File: config.mk
export PLATFORM = sky130hd
export DESIGN_NAME = terminal_line_editor
export DESIGN_NICKNAME = d
export VERILOG_FILES = /design/src/hw/rtl/tle_pkg.sv /design/src/hw/rtl/terminal_line_editor.sv /design/src/hw/rtl/tle_core.sv
export SDC_FILE = /design/constraint.sdc
export NUM_CORES = 1
export LEC_CHECK = 0
export BUFFER_PORTS_ARGS = -buffer_cell sky130_fd_sc_hd__buf_2
export CORE_ASPECT_RATIO = 1.2
export CORE_MARGIN = 2
export CORE_UTILIZATION = 50
export DETAILED_ROUTE_END_ITERATION = 7
export GPL_TIMING_DRIVEN = 1
export PLACE_DENSITY = 0.69
export SETUP_SLACK_MARGIN = 0.15
export SLEW_MARGIN = 20
export SYNTH_ARGS = -nofsm -noshare
export SYNTH_HDL_FRONTEND = slang
export SYNTH_HIERARCHICAL = 1
export SYNTH_SLANG_ARGS = --single-unit
File: constraint.sdc
create_clock -name clk_i -period 5.15 [get_ports clk_i]
set_clock_uncertainty 0.1 [all_clocks]
set_input_delay 0 -clock clk_i [delete_from_list [all_inputs] [get_ports clk_i]]
set_output_delay 0 -clock clk_i [all_outputs]
set_load 0.03 [all_outputs]
File: src/hw/rtl/tle_pkg.sv
// ----------------------------------------------------------------------------
// tle_pkg
// Shared constants and types for the terminal line editor.
// ----------------------------------------------------------------------------
package tle_pkg;

  localparam int LINE_DEPTH_DEF = 16;
  localparam int MAX_RESULTS    = 48;
  localparam int RES_CNT_W      = $clog2(MAX_RESULTS + 1);

  localparam logic [7:0] CH_NUL    = 8'h00;
  localparam logic [7:0] CH_BS     = 8'h08;
  localparam logic [7:0] CH_LF     = 8'h0a;
  localparam logic [7:0] CH_CR     = 8'h0d;
  localparam logic [7:0] CH_KILL   = 8'h15;
  localparam logic [7:0] CH_WERASE = 8'h17;
  localparam logic [7:0] CH_ESC    = 8'h1b;
  localparam logic [7:0] CH_SPACE  = 8'h20;
  localparam logic [7:0] CH_HASH   = 8'h23;
  localparam logic [7:0] CH_DEL    = 8'h7f;

  typedef struct packed {
    logic [7:0] out_byte;
    logic       is_line;
    logic       last;
  } tle_res_t;

endpackage

File: src/hw/rtl/terminal_line_editor.sv
// ----------------------------------------------------------------------------
// terminal_line_editor
// Canonical-mode line editor: echo, erase, kill, word erase and line output.
//
// Channel  Dir  Handshake                      Payload
// s_axis   in   s_axis_tvalid/s_axis_tready    tdata = rx_char
// m_axis   out  m_axis_tvalid/m_axis_tready    tdata = out_byte, tuser = is_line,
//                                              tlast = last
//
// One input transaction at a time; at most one result per cycle from a single
// output register. Ordinary char: stored and echoed if room. BS/DEL: BS SP BS.
// Ctrl-U: three results per erased byte. Ctrl-W: backward scan, one store read
// per byte, then three results per erased byte. CR: each line byte costs a
// store read and an emit. Output stalls hold the sequencer. Reset clears count, not store.
// ----------------------------------------------------------------------------
module terminal_line_editor #(
  parameter int LineDepth = tle_pkg::LINE_DEPTH_DEF
) (
  input  logic       clk_i,
  input  logic       rst_ni,
  input  logic       s_axis_tvalid,
  output logic       s_axis_tready,
  input  logic [7:0] s_axis_tdata,   // [7:0] rx_char
  output logic       m_axis_tvalid,
  input  logic       m_axis_tready,
  output logic [7:0] m_axis_tdata,   // [7:0] out_byte
  output logic       m_axis_tuser,   // [0] is_line
  output logic       m_axis_tlast
);
  import tle_pkg::*;

  tle_res_t res;
  logic     res_valid, res_ready;

  logic       out_vld_q;
  logic [7:0] out_byte_q;
  logic       out_line_q;
  logic       out_last_q;

  tle_core #(
    .LineDepth(LineDepth)
  ) u_core (
    .clk_i      (clk_i),
    .rst_ni     (rst_ni),
    .in_valid_i (s_axis_tvalid),
    .in_ready_o (s_axis_tready),
    .in_char_i  (s_axis_tdata),
    .res_valid_o(res_valid),
    .res_ready_i(res_ready),
    .res_o      (res)
  );

  assign res_ready = !out_vld_q || m_axis_tready;

  always_ff @(posedge clk_i or negedge rst_ni) begin
    if (!rst_ni) begin
      out_vld_q <= 1'b0;
    end else if (res_ready) begin
      out_vld_q <= res_valid;
    end
  end

  always_ff @(posedge clk_i) begin
    if (res_ready && res_valid) begin
      out_byte_q <= res.out_byte;
      out_line_q <= res.is_line;
      out_last_q <= res.last;
    end
  end

  assign m_axis_tvalid = out_vld_q;
  assign m_axis_tdata  = out_byte_q;
  assign m_axis_tuser  = out_line_q;
  assign m_axis_tlast  = out_last_q;

endmodule

File: src/hw/rtl/tle_core.sv
// ----------------------------------------------------------------------------
// tle_core
// Line store, count and result sequencer of the terminal line editor.
// ----------------------------------------------------------------------------
module tle_core #(
  parameter int LineDepth = tle_pkg::LINE_DEPTH_DEF
) (
  input  logic             clk_i,
  input  logic             rst_ni,
  input  logic             in_valid_i,
  output logic             in_ready_o,
  input  logic [7:0]       in_char_i,
  output logic             res_valid_o,
  input  logic             res_ready_i,
  output tle_pkg::tle_res_t res_o
);
  import tle_pkg::*;

  localparam int CntW  = $clog2(LineDepth + 1);
  localparam int AddrW = $clog2(LineDepth);

  localparam logic [3:0] S_IDLE  = 4'd0;
  localparam logic [3:0] S_SCAN  = 4'd1;
  localparam logic [3:0] S_ERASE = 4'd2;
  localparam logic [3:0] S_CHR   = 4'd3;
  localparam logic [3:0] S_ECR   = 4'd4;
  localparam logic [3:0] S_ELF   = 4'd5;
  localparam logic [3:0] S_LRD   = 4'd6;
  localparam logic [3:0] S_LEM   = 4'd7;
  localparam logic [3:0] S_LCR   = 4'd8;
  localparam logic [3:0] S_EHASH = 4'd9;
  localparam logic [3:0] S_ESP   = 4'd10;

  localparam logic [1:0] PH_BS1 = 2'd0;
  localparam logic [1:0] PH_SP  = 2'd1;
  localparam logic [1:0] PH_BS2 = 2'd2;

  logic [7:0]     mem [LineDepth];
  logic [7:0]     rd_q;

  logic [3:0]     state_q, state_d;
  logic [CntW-1:0] count_q, count_d;
  logic [CntW-1:0] n_q, n_d;
  logic [CntW-1:0] k_q, k_d;
  logic [CntW-1:0] idx_q, idx_d;
  logic [AddrW-1:0] stop_q, stop_d;
  logic [1:0]     phase_q, phase_d;
  logic [7:0]     chr_q, chr_d;
  logic [RES_CNT_W-1:0] res_cnt_q, res_cnt_d;

  logic           accept, emit, nat_last, cap_last;
  logic           we, re;
  logic [AddrW-1:0] wa, ra;

  assign accept      = in_valid_i && in_ready_o;
  assign in_ready_o  = (state_q == S_IDLE);
  assign emit        = res_valid_o && res_ready_i;
  assign cap_last    = (res_cnt_q == RES_CNT_W'(MAX_RESULTS - 1));

  always_comb begin
    res_valid_o    = 1'b0;
    res_o.out_byte = CH_BS;
    res_o.is_line  = 1'b0;
    nat_last       = 1'b0;
    case (state_q)
      S_ERASE: begin
        res_valid_o    = 1'b1;
        res_o.out_byte = (phase_q == PH_SP) ? CH_SPACE : CH_BS;
        nat_last       = (phase_q == PH_BS2) && (k_q == n_q - CntW'(1));
      end
      S_CHR: begin
        res_valid_o    = 1'b1;
        res_o.out_byte = chr_q;
        nat_last       = 1'b1;
      end
      S_ECR: begin
        res_valid_o    = 1'b1;
        res_o.out_byte = CH_CR;
      end
      S_ELF: begin
        res_valid_o    = 1'b1;
        res_o.out_byte = CH_LF;
      end
      S_LEM: begin
        res_valid_o    = 1'b1;
        res_o.out_byte = rd_q;
        res_o.is_line  = 1'b1;
      end
      S_LCR: begin
        res_valid_o    = 1'b1;
        res_o.out_byte = CH_CR;
        res_o.is_line  = 1'b1;
      end
      S_EHASH: begin
        res_valid_o    = 1'b1;
        res_o.out_byte = CH_HASH;
      end
      S_ESP: begin
        res_valid_o    = 1'b1;
        res_o.out_byte = CH_SPACE;
        nat_last       = 1'b1;
      end
      default: ;
    endcase
    res_o.last = nat_last || cap_last;
  end

  always_comb begin
    state_d   = state_q;
    count_d   = count_q;
    n_d       = n_q;
    k_d       = k_q;
    idx_d     = idx_q;
    stop_d    = stop_q;
    phase_d   = phase_q;
    chr_d     = chr_q;
    res_cnt_d = res_cnt_q;
    we        = 1'b0;
    wa        = count_q[AddrW-1:0];
    re        = 1'b0;
    ra        = stop_q;

    if (emit) begin
      res_cnt_d = res_cnt_q + RES_CNT_W'(1);
    end

    case (state_q)
      S_IDLE: begin
        if (accept) begin
          res_cnt_d = '0;
          k_d       = '0;
          phase_d   = PH_BS1;
          chr_d     = in_char_i;
          if (in_char_i == CH_NUL || in_char_i == CH_ESC) begin
            state_d = S_IDLE;
          end else if (in_char_i == CH_BS || in_char_i == CH_DEL) begin
            n_d     = CntW'(1);
            state_d = S_ERASE;
            if (count_q != '0) begin
              count_d = count_q - CntW'(1);
            end
          end else if (in_char_i == CH_KILL) begin
            if (count_q != '0) begin
              n_d     = count_q;
              count_d = '0;
              state_d = S_ERASE;
            end
          end else if (in_char_i == CH_WERASE) begin
            if (count_q == CntW'(1)) begin
              n_d     = count_q;
              count_d = '0;
              state_d = S_ERASE;
            end else if (count_q != '0) begin
              stop_d  = AddrW'(count_q - CntW'(1));
              re      = 1'b1;
              ra      = AddrW'(count_q - CntW'(1));
              state_d = S_SCAN;
            end
          end else if (in_char_i == CH_CR) begin
            n_d     = count_q;
            count_d = '0;
            state_d = S_ECR;
          end else if (count_q < CntW'(LineDepth)) begin
            we      = 1'b1;
            count_d = count_q + CntW'(1);
            state_d = S_CHR;
          end
        end
      end
      S_SCAN: begin
        if (rd_q == CH_SPACE) begin
          n_d     = count_q - CntW'(stop_q);
          count_d = CntW'(stop_q);
          state_d = S_ERASE;
        end else if (stop_q == AddrW'(1)) begin
          n_d     = count_q;
          count_d = '0;
          state_d = S_ERASE;
        end else begin
          stop_d = stop_q - AddrW'(1);
          re     = 1'b1;
          ra     = stop_q - AddrW'(1);
        end
      end
      S_LRD: begin
        re      = 1'b1;
        ra      = idx_q[AddrW-1:0];
        state_d = S_LEM;
      end
      default: begin
        if (emit) begin
          if (res_o.last) begin
            state_d = S_IDLE;
          end else begin
            case (state_q)
              S_ERASE: begin
                if (k_q == n_q - CntW'(1)) begin
                  k_d     = '0;
                  phase_d = phase_q + 2'd1;
                end else begin
                  k_d = k_q + CntW'(1);
                end
              end
              S_ECR: state_d = S_ELF;
              S_ELF: begin
                idx_d   = '0;
                state_d = (n_q == '0) ? S_LCR : S_LRD;
              end
              S_LEM: begin
                idx_d   = idx_q + CntW'(1);
                state_d = (idx_q + CntW'(1) == n_q) ? S_LCR : S_LRD;
              end
              S_LCR:   state_d = S_EHASH;
              S_EHASH: state_d = S_ESP;
              default: state_d = S_IDLE;
            endcase
          end
        end
      end
    endcase
  end

  always_ff @(posedge clk_i) begin
    if (we) begin
      mem[wa] <= in_char_i;
    end
    if (re) begin
      rd_q <= mem[ra];
    end
  end

  always_ff @(posedge clk_i or negedge rst_ni) begin
    if (!rst_ni) begin
      state_q   <= S_IDLE;
      count_q   <= '0;
      res_cnt_q <= '0;
    end else begin
      state_q   <= state_d;
      count_q   <= count_d;
      res_cnt_q <= res_cnt_d;
    end
  end

  always_ff @(posedge clk_i) begin
    n_q     <= n_d;
    k_q     <= k_d;
    idx_q   <= idx_d;
    stop_q  <= stop_d;
    phase_q <= phase_d;
    chr_q   <= chr_d;
  end

endmodule
==> key figures <==
Outcome
  – Status: finished clean

Synthesis
  – Syn Std Cell Area: 0.009350 sq mm
  – Post-synth top flop: edfxtp_1
  – Mean area per synthesized cell: 14.08 sq um
  – Seq/Total Area, Yosys: 0.6048
  – Syn nets: 694
  – Distinct cells, synth: between 90 and 100
  – Cell taking the most area after synthesis: edfxtp_1
  – #FFs+latches synth: 191
  – Synth area leaders: edfxtp_1 56%, mux4_2 4.3%, dfrtp_1 4.3%
  – Post-synth EDFFs: 175
  – Commonest cells in the netlist: 175 x edfxtp_1, 61 x nor2_1, 29 x o21ai_0
  – Area share of the largest cell type after synthesis: 0.5620
  – Synth Instances: around 660
  – Total of warnings raised by yosys: 6
  – Count leader, synth: edfxtp_1
  – Post-synth ARST share: 0.08377

GRT
  – First-pass GRT wire length: 32590 um
  – Total grt overflow: 0
  – Antenna violations before repair: 0
  – Number of global-route vias before repair: 5919
  – All-Layer GR Usage: 0.2187
  – Largest net degree at the start of global routing: 27

Critical path
  – Worst path max stage delay: 0.70 ns
  – Crit-path cells: inv_1 -> ha_1 -> nor4b_2 -> nor4_2 -> a41oi_1 -> o22ai_4 -> buf_4 -> mux4_1 -> nor2_1 -> a211oi_1
  – Slowest CP cell: o22ai_4
  – Crit start category: register
  – Crit path capture type: register
  – Setup CP Type: reg -> reg
  – Critical path data arrival time: 4.22 ns
  – Crit path max fanout: 17
  – CP delay by family, top: compound AO/OA/AOI/OAI gates
  – Data required, critical path: 5.21 ns
  – Worst Path Buf+Inv: 2

Clock tree
  – Max Root-Sink Buffers: 2
  – CTS Root Cell: clkbuf_16
  – Hold_buf cts: 11
  – H-tree levels: 4
  – CTS resizes: 0
  – CTS sink count: roughly 190
  – Post-CTS setup buffers: 0
  – CTS tree: yes
  – Clk_lat worst skew: 0.44 ns
  – Clock buffer count from CTS: 17
  – Worst-path clk slew: 0.08 ns

Placed design
  – Pre-CTS setup slack: between 0.9 and 1 ns
  – Gpl congestion: 0.9922
  – Buffers on Ports: 23
  – Dpl hpwl: 14250 um

STA
  – Fin Hold WS: ~0.12 ns
  – Fin. max-slew vios: 0
  – Worst-Margin Slew: 0.9770 ns
  – Setup WS post-layout: 0.9886 ns
  – Setup TNS: 0 ns
  – Fmax: 240.3 MHz
  – Rel. slew slack: 0.3455
  – Final Hold Vio Count: 0
  – Final number of setup-violating endpoints: 0
  – Tmin final: around 4.2 ns
  – Fin crit share: 0.8080
  – RSZ-0062 raised after global routing: false

Route
  – DRC: 0
  – Vias: 5851
  – Per-cell routed wire length: 22.47 um
  – Total routed wirelength: roughly 21000 um
  – 1st-iter DRT viols: ~660
  – 1st-pass router iterations: 7
  – Antenna Nets Post-Route: 0
  – DR vias/cell: 6.291

Die
  – DIE HEIGHT: 153.8 um
  – Total I/O pin count: 24
  – Die span in x: 128.8 um
  – Core Area: 0.01824 sq mm
  – Row cnt: between 50 and 60
  – Initial Util: 0.5126
  – Die Area: 0.01981 sq mm

Layout
  – Area grow syn2layout: 10.08%
  – Ant diodes: 0
  – Nets: 723
  – Share of layout cells above drive strength 1: 0.1728
  – Fillers: 1417

Power
  – Overall Power: 6267 uW
  – VDD IR-drop max: 265.5 uV
  – LEAKAGE: roughly 0.0036 uW
  – Pwr dens: 608.9 mW/mm^2

Min path
  – Worst hold path class: in -> reg

Run
  – Max-cap violations: 0
==> placed cells by master (no fill, tap or decap), drive strengths merged, types with 11 or more instances in the layout <==
master and count:
o21ai 32, nand2 30, nor3 17, inv 32, xnor2 14, nor2 62, clkbuf 17, mux4 25
o22ai 15, mux2i 22, edfxtp 175, mux2 11, buf 31, ha 17, dfrtp 16, dlygate4sd3 11
a21oi 20, nand3 22
==> stage by stage <==
step	instance area, sq um	util	instances
final	10290	0.5642	930
after global routing	10290	0.5642	930
after CTS	10290	0.5642	930
after detailed placement	9563	0.5242	887
after global placement	9563	0.5242	887
after floorplan	9350	-	664
==> registers in the layout, indices dropped and copies added (netlist names), 2 cells and up <==
name,count
u_core/idx_q,5
u_core/state_q,4
u_core/k_q,5
u_core/count_q,5
u_core/stop_q,4
m_axis_tdata,8
u_core/res_cnt_q,6
u_core/chr_q,8
u_core/mem,128
u_core/phase_q,2
u_core/n_q,5
u_core/rd_q,8
==> worst paths after layout <==
check,to,depth (start not counted),start,slack (ns)
setup / recovery,u_core/rd_q[4],10,u_core/count_q[1],0.99
hold / removal,u_core/stop_q[2],6,s_axis_tvalid,0.12
setup reg to reg,u_core/rd_q[4],10,u_core/count_q[1],0.99
hold reg to reg,m_axis_tvalid,2,m_axis_tvalid,0.46
max in group asynchronous,u_core/state_q[1],3,rst_ni,3.70
min in group asynchronous,m_axis_tvalid,3,rst_ni,0.68
==> report_power, final <==
group          switching [uW]  internal (uW)  total, uW
combinational            1530           1110       2640
sequential                265           2010       2270
clock                     646            703       1350
total                    2440           3820       6270
==> per-layer routing <==
layer	routed length (um)	GRT usage	vias up
li1	-	-	2633
met1	8374	0.2760	2898
met2	10540	0.3726	262
met3	1205	0.03166	58
met4	773	0.1004	0
met5	0	0	-
==> cell type report <==
type                            instances  area (sq um)  share of cell area
Timing Repair Buffer                   42         285.3             0.02772
Tap cell                              224         280.3             0.02723
Sequential cell                       191          5655              0.5495
Clock buffer                           17         425.4             0.04133
Inverter                               28         118.9             0.01155
Clock inverter                         15         193.9             0.01884
Multi-Input combinational cell        413          3333              0.3239
==> worst min-delay path: cells and delay by family <==
kind | cells | cell delay [ns]
and+or+nand+nor | 3 | 0.21
buffers and inverters | 1 | 0.17
AOI/OAI and AO/OA | 2 | 0.15
==> cells by family (layout without fill, tap and decap cells) <==
group,after synthesis,in the layout,synth area share
AND/OR/NAND/NOR,193,193,0.1129
flip-flops,191,191,0.6048
AO/OA/AOI/OAI,118,118,0.09140
buffers and inverters,60,102,0.03867
multiplexers,58,58,0.09983
XOR/XNOR,26,26,0.02743
adder cells (fa/ha/maj),18,18,0.02489
(Power assumes the default switching activity.)
